--- src/rtl/core/swm_pkg.sv ---
// Shared constants of the sliding-window median core.
`default_nettype none

package swm_pkg;

	localparam int DEF_SAMPLE_BITS = 8;
	localparam int DEF_MAX_WINDOW = 64;

	localparam int CFG_BITS = 7;
	localparam logic [CFG_BITS-1:0] CFG_RESET = 7'd3;

endpackage

`default_nettype wire

--- src/rtl/core/swm_ram.sv ---
// Generic simple dual-port RAM with one write port and a registered read port.
`default_nettype none

module swm_ram #(
	parameter int WIDTH = 8,
	parameter int DEPTH = 64,
	localparam int AW = (DEPTH > 1) ? $clog2(DEPTH) : 1
) (
	input  wire logic             clk,
	input  wire logic             we,
	input  wire logic [AW-1:0]    waddr,
	input  wire logic [WIDTH-1:0] wdata,
	input  wire logic [AW-1:0]    raddr,
	output logic      [WIDTH-1:0] rdata
);

	logic [WIDTH-1:0] mem_q [DEPTH];

	always_ff @(posedge clk) begin
		if (we) begin
			mem_q[waddr] <= wdata;
		end
		rdata <= mem_q[raddr];
	end

endmodule

`default_nettype wire

--- src/rtl/core/sliding_window_median_core.sv ---
// Top level of the sliding-window median core with its delay line and count tree.
//
//   Channel   Direction  Signals                          Word
//   s_axis    in         tvalid, tready, tdata            sample
//   m_axis    out        tvalid, tready, tdata            lower median
//   cfg       in         cfg_we, cfg_wdata                window size
//
// Each accepted sample walks the distinct count-tree nodes on its insertion path and, once the
// window is full, its removal path (1 to 2 * SAMPLE_BITS + 1 nodes), then searches the tree bit
// by bit for the median once the window is full; the next sample is accepted only after that.
// The count-tree RAM makes one read and one write a cycle.
// After reset and after every window size write, a clearing pass zeroes the count tree,
// during which s_axis_tready stays low.
// A result waiting on m_axis does not block the next sample from being accepted, but that
// sample then waits in the output state until the waiting word is taken.
`default_nettype none

module sliding_window_median_core import swm_pkg::*; #(
	parameter int SAMPLE_BITS = DEF_SAMPLE_BITS,
	parameter int MAX_WINDOW = DEF_MAX_WINDOW,
	localparam int DW = ((SAMPLE_BITS + 7) / 8) * 8
) (
	input  wire logic                clk,
	input  wire logic                arst_n,
	input  wire logic                cfg_we,
	input  wire logic [CFG_BITS-1:0] cfg_wdata,
	input  wire logic                s_axis_tvalid,
	output logic                     s_axis_tready,
	input  wire logic [DW-1:0]       s_axis_tdata,   // sample
	output logic                     m_axis_tvalid,
	input  wire logic                m_axis_tready,
	output logic      [DW-1:0]       m_axis_tdata    // median
);

	localparam int SB = SAMPLE_BITS;
	localparam int BIN = 1 << SAMPLE_BITS;
	localparam int PW = SAMPLE_BITS + 1;
	localparam int CW = $clog2(MAX_WINDOW + 1);
	localparam int SW = (MAX_WINDOW > 1) ? $clog2(MAX_WINDOW) : 1;
	localparam int KW = $clog2(SAMPLE_BITS);
	localparam logic [SB-1:0] FIRST_ADDR = SB'(BIN / 2 - 1);

	typedef enum logic [2:0] {
		S_CLR,
		S_IDLE,
		S_OLD,
		S_UPD,
		S_SEL0,
		S_SEL,
		S_OUT
	} state_t;

	typedef enum logic [1:0] {
		D_NONE,
		D_INC,
		D_DEC
	} delta_t;

	state_t              state_q;
	logic [CFG_BITS-1:0] cfg_q;
	logic [CW-1:0]       fill_q;
	logic [SW-1:0]       write_slot_q;
	logic [SB-1:0]       clr_q;
	logic                a_act_q;
	logic                b_act_q;
	logic                pend_q;
	logic                full_q;
	logic [KW-1:0]       k_q;
	logic                out_v_q;

	logic [SB-1:0]       s_q;
	logic [SW-1:0]       slot_q;
	logic [PW-1:0]       pa_q;
	logic [PW-1:0]       pb_q;
	logic [SB-1:0]       wa_q;
	delta_t              dl_q;
	logic [SB-1:0]       pos_q;
	logic [CW-1:0]       left_q;
	logic [SB-1:0]       res_q;
	logic [SB-1:0]       out_d_q;

	logic [CW-1:0]       weff;
	logic [SW-1:0]       slot_eff;
	logic [CW-1:0]       slot_inc;
	logic [SW-1:0]       slot_next;
	logic                rem;
	logic [CW-1:0]       fill_inc;
	logic [PW:0]         pa_ext;
	logic [PW:0]         pb_ext;
	logic [PW:0]         pa_adv;
	logic [PW:0]         pb_adv;
	logic                a_stay;
	logic                b_stay;
	logic [PW-1:0]       cur;
	logic                ina;
	logic                inb;
	delta_t              dnext;
	logic [SB-1:0]       cur_addr;
	logic [SB-1:0]       stride;
	logic [SB-1:0]       sel_next;
	logic                sel_take;
	logic [SB-1:0]       sel_pos;
	logic [CW-1:0]       sel_left;
	logic [SB-1:0]       sel_addr;
	logic [CW-1:0]       target;

	logic                ct_we;
	logic [SB-1:0]       ct_waddr;
	logic [CW-1:0]       ct_wdata;
	logic [SB-1:0]       ct_raddr;
	logic [CW-1:0]       ct_rdata;
	logic [CW-1:0]       upd_wdata;

	logic                ws_we;
	logic [SB-1:0]       ws_rdata;

	always_comb begin
		if (cfg_q == '0) begin
			weff = CW'(1);
		end else if (int'(cfg_q) > MAX_WINDOW) begin
			weff = CW'(MAX_WINDOW);
		end else begin
			weff = CW'(cfg_q);
		end
	end

	assign slot_eff = (CW'(write_slot_q) >= weff) ? '0 : write_slot_q;
	assign slot_inc = CW'(slot_q) + CW'(1);
	assign slot_next = (slot_inc >= weff) ? '0 : SW'(slot_inc);
	assign rem = (fill_q >= weff);
	assign fill_inc = fill_q + CW'(1);

	assign pa_ext = {1'b0, pa_q};
	assign pb_ext = {1'b0, pb_q};
	assign pa_adv = pa_ext + (pa_ext & (~pa_ext + (PW + 1)'(1)));
	assign pb_adv = pb_ext + (pb_ext & (~pb_ext + (PW + 1)'(1)));
	assign a_stay = (pa_adv <= (PW + 1)'(BIN));
	assign b_stay = (pb_adv <= (PW + 1)'(BIN));

	always_comb begin
		if (a_act_q && b_act_q) begin
			cur = (pa_q < pb_q) ? pa_q : pb_q;
		end else if (a_act_q) begin
			cur = pa_q;
		end else begin
			cur = pb_q;
		end
	end

	assign ina = a_act_q && (pa_q == cur);
	assign inb = b_act_q && (pb_q == cur);
	assign cur_addr = SB'(cur - PW'(1));

	always_comb begin
		priority if (ina && inb) begin
			dnext = D_NONE;
		end else if (ina) begin
			dnext = D_DEC;
		end else if (inb) begin
			dnext = D_INC;
		end else begin
			dnext = D_NONE;
		end
	end

	always_comb begin
		unique case (dl_q)
			D_INC: upd_wdata = ct_rdata + CW'(1);
			D_DEC: upd_wdata = ct_rdata - CW'(1);
			default: upd_wdata = ct_rdata;
		endcase
	end

	assign stride = SB'(1) << k_q;
	assign sel_next = pos_q | stride;
	assign sel_take = (ct_rdata < left_q);
	assign sel_pos = sel_take ? sel_next : pos_q;
	assign sel_left = sel_take ? (left_q - ct_rdata) : left_q;
	assign sel_addr = (sel_pos | (stride >> 1)) - SB'(1);
	assign target = CW'(({1'b0, weff} + (CW + 1)'(1)) >> 1);

	always_comb begin
		ct_we = 1'b0;
		ct_waddr = wa_q;
		ct_wdata = upd_wdata;
		ct_raddr = cur_addr;
		unique case (state_q)
			S_CLR: begin
				ct_we = 1'b1;
				ct_waddr = clr_q;
				ct_wdata = '0;
			end
			S_UPD: begin
				ct_we = pend_q;
			end
			S_SEL0: begin
				ct_raddr = FIRST_ADDR;
			end
			S_SEL: begin
				ct_raddr = sel_addr;
			end
			default: begin
			end
		endcase
	end

	assign ws_we = (state_q == S_OLD);

	swm_ram #(
		.WIDTH(CW),
		.DEPTH(BIN)
	) u_count_ram (
		.clk  (clk),
		.we   (ct_we),
		.waddr(ct_waddr),
		.wdata(ct_wdata),
		.raddr(ct_raddr),
		.rdata(ct_rdata)
	);

	swm_ram #(
		.WIDTH(SB),
		.DEPTH(MAX_WINDOW)
	) u_window_ram (
		.clk  (clk),
		.we   (ws_we),
		.waddr(slot_q),
		.wdata(s_q),
		.raddr(slot_eff),
		.rdata(ws_rdata)
	);

	always_ff @(posedge clk or negedge arst_n) begin
		if (!arst_n) begin
			state_q <= S_CLR;
			cfg_q <= CFG_RESET;
			fill_q <= '0;
			write_slot_q <= '0;
			clr_q <= '0;
			a_act_q <= 1'b0;
			b_act_q <= 1'b0;
			pend_q <= 1'b0;
			full_q <= 1'b0;
			k_q <= '0;
			out_v_q <= 1'b0;
		end else begin
			if (out_v_q && m_axis_tready && (cfg_we || state_q != S_OUT)) begin
				out_v_q <= 1'b0;
			end
			if (cfg_we) begin
				cfg_q <= cfg_wdata;
				fill_q <= '0;
				write_slot_q <= '0;
				clr_q <= '0;
				pend_q <= 1'b0;
				state_q <= S_CLR;
			end else begin
				unique case (state_q)
					S_CLR: begin
						clr_q <= clr_q + SB'(1);
						if (clr_q == '1) begin
							state_q <= S_IDLE;
						end
					end
					S_IDLE: begin
						if (s_axis_tvalid) begin
							state_q <= S_OLD;
						end
					end
					S_OLD: begin
						a_act_q <= rem;
						b_act_q <= 1'b1;
						if (!rem) begin
							fill_q <= fill_inc;
						end
						full_q <= rem || (fill_inc >= weff);
						write_slot_q <= slot_next;
						pend_q <= 1'b0;
						state_q <= S_UPD;
					end
					S_UPD: begin
						if (a_act_q || b_act_q) begin
							pend_q <= 1'b1;
							if (ina) begin
								a_act_q <= a_stay;
							end
							if (inb) begin
								b_act_q <= b_stay;
							end
						end else begin
							pend_q <= 1'b0;
							state_q <= full_q ? S_SEL0 : S_IDLE;
						end
					end
					S_SEL0: begin
						k_q <= KW'(SAMPLE_BITS - 1);
						state_q <= S_SEL;
					end
					S_SEL: begin
						if (k_q == '0) begin
							state_q <= S_OUT;
						end else begin
							k_q <= k_q - KW'(1);
						end
					end
					S_OUT: begin
						if (!out_v_q || m_axis_tready) begin
							out_v_q <= 1'b1;
							state_q <= S_IDLE;
						end
					end
					default: begin
						state_q <= S_CLR;
					end
				endcase
			end
		end
	end

	always_ff @(posedge clk) begin
		unique case (state_q)
			S_IDLE: begin
				s_q <= s_axis_tdata[SB-1:0];
				slot_q <= slot_eff;
			end
			S_OLD: begin
				pa_q <= {1'b0, ws_rdata} + PW'(1);
				pb_q <= {1'b0, s_q} + PW'(1);
			end
			S_UPD: begin
				wa_q <= cur_addr;
				dl_q <= dnext;
				if (ina) begin
					pa_q <= PW'(pa_adv);
				end
				if (inb) begin
					pb_q <= PW'(pb_adv);
				end
			end
			S_SEL0: begin
				pos_q <= '0;
				left_q <= target;
			end
			S_SEL: begin
				pos_q <= sel_pos;
				left_q <= sel_left;
				res_q <= sel_pos;
			end
			S_OUT: begin
				if (!out_v_q || m_axis_tready) begin
					out_d_q <= res_q;
				end
			end
			default: begin
			end
		endcase
	end

	assign s_axis_tready = (state_q == S_IDLE);
	assign m_axis_tvalid = out_v_q;
	assign m_axis_tdata = DW'(out_d_q);

	// The window never holds more samples than its size.
	a_fill_bound: assert property (@(posedge clk) disable iff (!arst_n)
		fill_q <= weff)
		else $error("fill count exceeds window size");

	// The next delay-line slot always lies inside the window.
	a_slot_bound: assert property (@(posedge clk) disable iff (!arst_n)
		write_slot_q < CW'(weff))
		else $error("write slot outside window");

	// During the update walk, no tree read targets the node written back in the same cycle.
	a_no_rw_clash: assert property (@(posedge clk) disable iff (!arst_n)
		(state_q == S_UPD && pend_q && (a_act_q || b_act_q)) |-> (ct_raddr != wa_q))
		else $error("count tree read and write collide");

	// A result word appears only after the output state.
	a_out_source: assert property (@(posedge clk) disable iff (!arst_n)
		$rose(out_v_q) |-> $past(state_q == S_OUT))
		else $error("result word without a finished search");

endmodule

`default_nettype wire

--- config.mk ---
export PLATFORM = sky130hd
export DESIGN_NAME = sliding_window_median_core
export DESIGN_NICKNAME = d
export VERILOG_FILES = /design/src/rtl/core/swm_pkg.sv /design/src/rtl/core/swm_ram.sv /design/src/rtl/core/sliding_window_median_core.sv
export SDC_FILE = /design/constraint.sdc
export NUM_CORES = 2
export LEC_CHECK = 0
export ABC_AREA = 0
export BUFFER_PORTS_ARGS = -buffer_cell sky130_fd_sc_hd__buf_4
export CORE_MARGIN = 5
export CORE_UTILIZATION = 35
export CTS_CLUSTER_SIZE = 40
export DETAILED_ROUTE_END_ITERATION = 10
export PLACE_DENSITY = 0.52
export SLEW_MARGIN = 5
export SYNTH_ARGS = -nofsm -noshare
export SYNTH_HDL_FRONTEND = slang
export SYNTH_SLANG_ARGS = --single-unit
--- constraint.sdc ---
create_clock -name clk -period 13 [get_ports clk]
set_input_delay 0.65 -clock clk [delete_from_list [all_inputs] [get_ports clk]]
set_output_delay 0.65 -clock clk [all_outputs]
set_load 0.02 [all_outputs]
==> results_dict.tcl <==
set metrics [dict create \
    fin_worst_skew_ns 0.08134 \
    period_needed_ns 7.632 \
    grt_overflow 0 \
    tightest_slew_ns 1.183 \
    crit_type "reg2reg" \
    fp.dieW_microns 546.0 \
    slew-limit-headroom_pct 20.52 \
    hold_depth 2 \
    vdd_ir_drop_max_mv 0.1253 \
    fin_nets 7742 \
    synth_top_area_share_pct 70.97 \
    hold_start "cfg_wdata[2]" \
    cts_tree "yes" \
    path_depth 15 \
    synth_edf_count 2377 \
    dr.pass1.iters 5 \
    port-buffer-count 29 \
    drtIter0Drc 6156 \
    hold_class "in2reg" \
    first_global_vias 61730 \
    ys_types 100 \
    fillers 26690 \
    synth_nets 7833 \
    synthTopCellsByArea "edfxtp_1 (71%), nand2_1 (6.7%), nand3_1 (4.1%)" \
    num_vias 63260 \
    netlist_area_sq_um 100600 \
    placementRows 196 \
    yosysTopAreaCell "edfxtp_1" \
    die_area_sq_um 298200 \
    clkSlewWorstSetupHoldPaths_ns 0.06 \
    totalWireLength_mm 286.5 \
    grt_max_degree 187 \
    cellPowerDensity_nw_per_um2 179.3 \
    grt_pass1_wl_mm 422.3 \
    slew_violations 0 \
    hold_end "cfg_q[2]" \
    path_delay_family "compound AO/OA/AOI/OAI gates" \
    synthFlopType "edfxtp_1" \
    cp.arrival_ns 8.23 \
    drcViolationCount 0 \
    syn_area_per_cell_sq_um 12.98 \
    dp_hpwl_mm 162.3 \
    tns_ns 0 \
    syn_to_final_growth_pct 12.27 \
    cts.htree.levels 5 \
    pin_count 30 \
    start_kind "flip-flop" \
    chipHeight_microns 546.0 \
    drive_above_1_share_pct 8.276 \
    worst_hold_slack_ns 0.06663 \
    yosysMostFrequentCell "edfxtp_1" \
    max_freq_ghz 0.1310 \
    gr-usage-all-layers_pct 18.55 \
    rr_worst_depth 15 \
    netlist_top_cells_count "edfxtp_1 (2377), nand2_1 (1802), nand3_1 (818)" \
    critPathBufInv 4 \
    async_flop_share_pct 1.604 \
    endpoint_kind "flip-flop" \
    clockBufferDepth 4 \
    yosysWarnings 0 \
    vias_per_cell 5.444 \
    post_cts_buffers 0 \
    crit_chain "nand2b_1 > inv_2 > nand2_1 > inv_2 > o21ai_0 > o2111a_4 > buf_4 > buf_12 > and3_1 > a311oi_1 > a31oi_1 > o22ai_1 > o31ai_1 > o21a_1 > nand4_1" \
    slowest_delay_ns 0.96 \
    syn_inst 7749 \
    rr_startpoint "state_q[1]" \
    clock_latency_ns 0.86 \
    grt_antenna_before_repair 3 \
    cts_buffers 269 \
    place_congestion 0.8267 \
    fp.coreArea_sq_um 285700 \
    worstPathRequired_ns 13.60 \
    ys_seq_area_share_pct 72.25 \
    finalSetupViolCount 0 \
    status "completed" \
    synth_seq_cells 2431 \
    rsz0062_at_grt "no" \
    clock_sinks 2431 \
    cpMostUsedCell "inv_2" \
    regToRegSetupSlack_ns 5.37 \
    ant_nets 0 \
    crit_fanout 148 \
    finalHoldViolations 0 \
    wl_per_cell_microns 24.66 \
    crit_slowest_cell "o2111a_4" \
    finalCritPeriodShare_pct 58.71 \
    initial_core_util_pct 35.20 \
    fin_util_pct 39.52 \
    root_buffer "clkbuf_16" \
    leakage_uw 0.03788 \
    maxCapViolCount 0 \
    r2r_end "u_count_ram.rdata[1]" \
]
==> per-layer routing <==
layer | part of all wire [%] | vias to the layer above | global-route usage, %
met5 | 0 | - | 0
met4 | 3.7 | 0 | 6.621
met2 | 48 | 2121 | 30.17
met3 | 5.7 | 512 | 2.410
met1 | 43 | 32060 | 25.60
li1 | - | 28570 | -
==> power breakdown <==
group          switching (uW)  internal [uW]  total, uW
Sequential               74.9           9160       9240
Combinational            2800            878       3680
Clock                    3080           4250       7320
Total                    5960          14300      20200
==> kinds of logic after synthesis <==
| family | after synthesis | synth area share (%) |
|---|---|---|
| flops | 2431 | 72.25 |
| mux | 225 | 2.682 |
| fa+ha+maj | 64 | 0.8112 |
| buf+inv | 560 | 2.434 |
| xor+xnor | 64 | 0.5574 |
| compound gates | 953 | 6.447 |
| simple gates | 3452 | 14.82 |
==> per-stage QoR <==
stage | setup slack, ns | area, sq um | std cells | total power (uW)
finish | 5.368 | 112900 | 11620 | 20250
global route | 4.937 | 112900 | 11620 | 21000
CTS | 5.315 | 112900 | 11620 | 20410
detailed placement | 5.345 | 104500 | 11140 | 13100
global placement | 5.430 | 104500 | 11140 | 13060
floorplan | 2.538 | 100600 | 7749 | 11690
==> how the worst max path moves through the flow <==
stage | endpoint | start | slack, ns
global route | u_count_ram.rdata[1] | state_q[1] | 4.94
floorplan | u_count_ram.mem_q[0][6] | dl_q[1] | 2.54
global placement | u_count_ram.rdata[1] | state_q[1] | 5.43
CTS | u_count_ram.rdata[1] | state_q[1] | 5.31
detailed placement | u_count_ram.rdata[1] | state_q[1] | 5.35
finish | u_count_ram.rdata[1] | state_q[1] | 5.37
==> flip-flops by register name (all words and copies together) (netlist names), 9 cells and up <==
name and count:
pa_q 9, pb_q 9, u_window_ram.mem_q 512, u_count_ram.mem_q 1792
==> area by class of cell <==
type	instances	area, sq um	area share, %
timing repair buffer	149	1349	1.195
inverter	49	183.9	0.1629
tap	3762	4707	4.169
clock buffer	343	7178	6.358
clock inverter	124	1122	0.9940
multi-input combinational	4758	25690	22.76
antenna	4	10.01	0.008866
sequential	2431	72660	64.36
==> layout by cell type, fill, tap and decap left out, types with 16 or more instances in the layout <==
cell | netlist | layout
mux2i_1 | 132 | 132
edfxtp_1 | 2377 | 2377
nor2b_1 | 18 | 18
o22ai_1 | 98 | 97
a31oi_1 | 109 | 109
dfrtp_1 | 37 | 35
clkinv_1 | 2 | 59
nand2b_1 | 22 | 21
nand4_1 | 42 | 42
o211ai_1 | 27 | 27
bufinv_16 | 0 | 17
nor2_1 | 482 | 476
nand3_1 | 818 | 818
buf_4 | 20 | 121
xnor2_1 | 34 | 34
inv_1 | 44 | 44
mux4_2 | 29 | 29
xor2_1 | 30 | 30
and3_1 | 132 | 132
nor3_1 | 34 | 32
nand2_1 | 1802 | 1795
a311oi_1 | 100 | 100
ha_1 | 62 | 62
a21oi_1 | 216 | 214
mux2_2 | 63 | 63
o21ai_0 | 132 | 132
nand3b_1 | 20 | 20
or3_1 | 20 | 20
o31ai_1 | 21 | 21
a311o_1 | 26 | 26
o221ai_1 | 25 | 25
clkbuf_16 | 0 | 276
clkinv_2 | 0 | 32
a211oi_1 | 30 | 29
clkbuf_1 | 256 | 65
o311ai_0 | 25 | 25
buf_12 | 0 | 16
==> what timing repair did <==
item,in CTS,in global routing
hold buffers,12,0
endpoints found under the hold margin,48,0
gates resized for setup,0,0
Power figures use the tool's default switching activity.
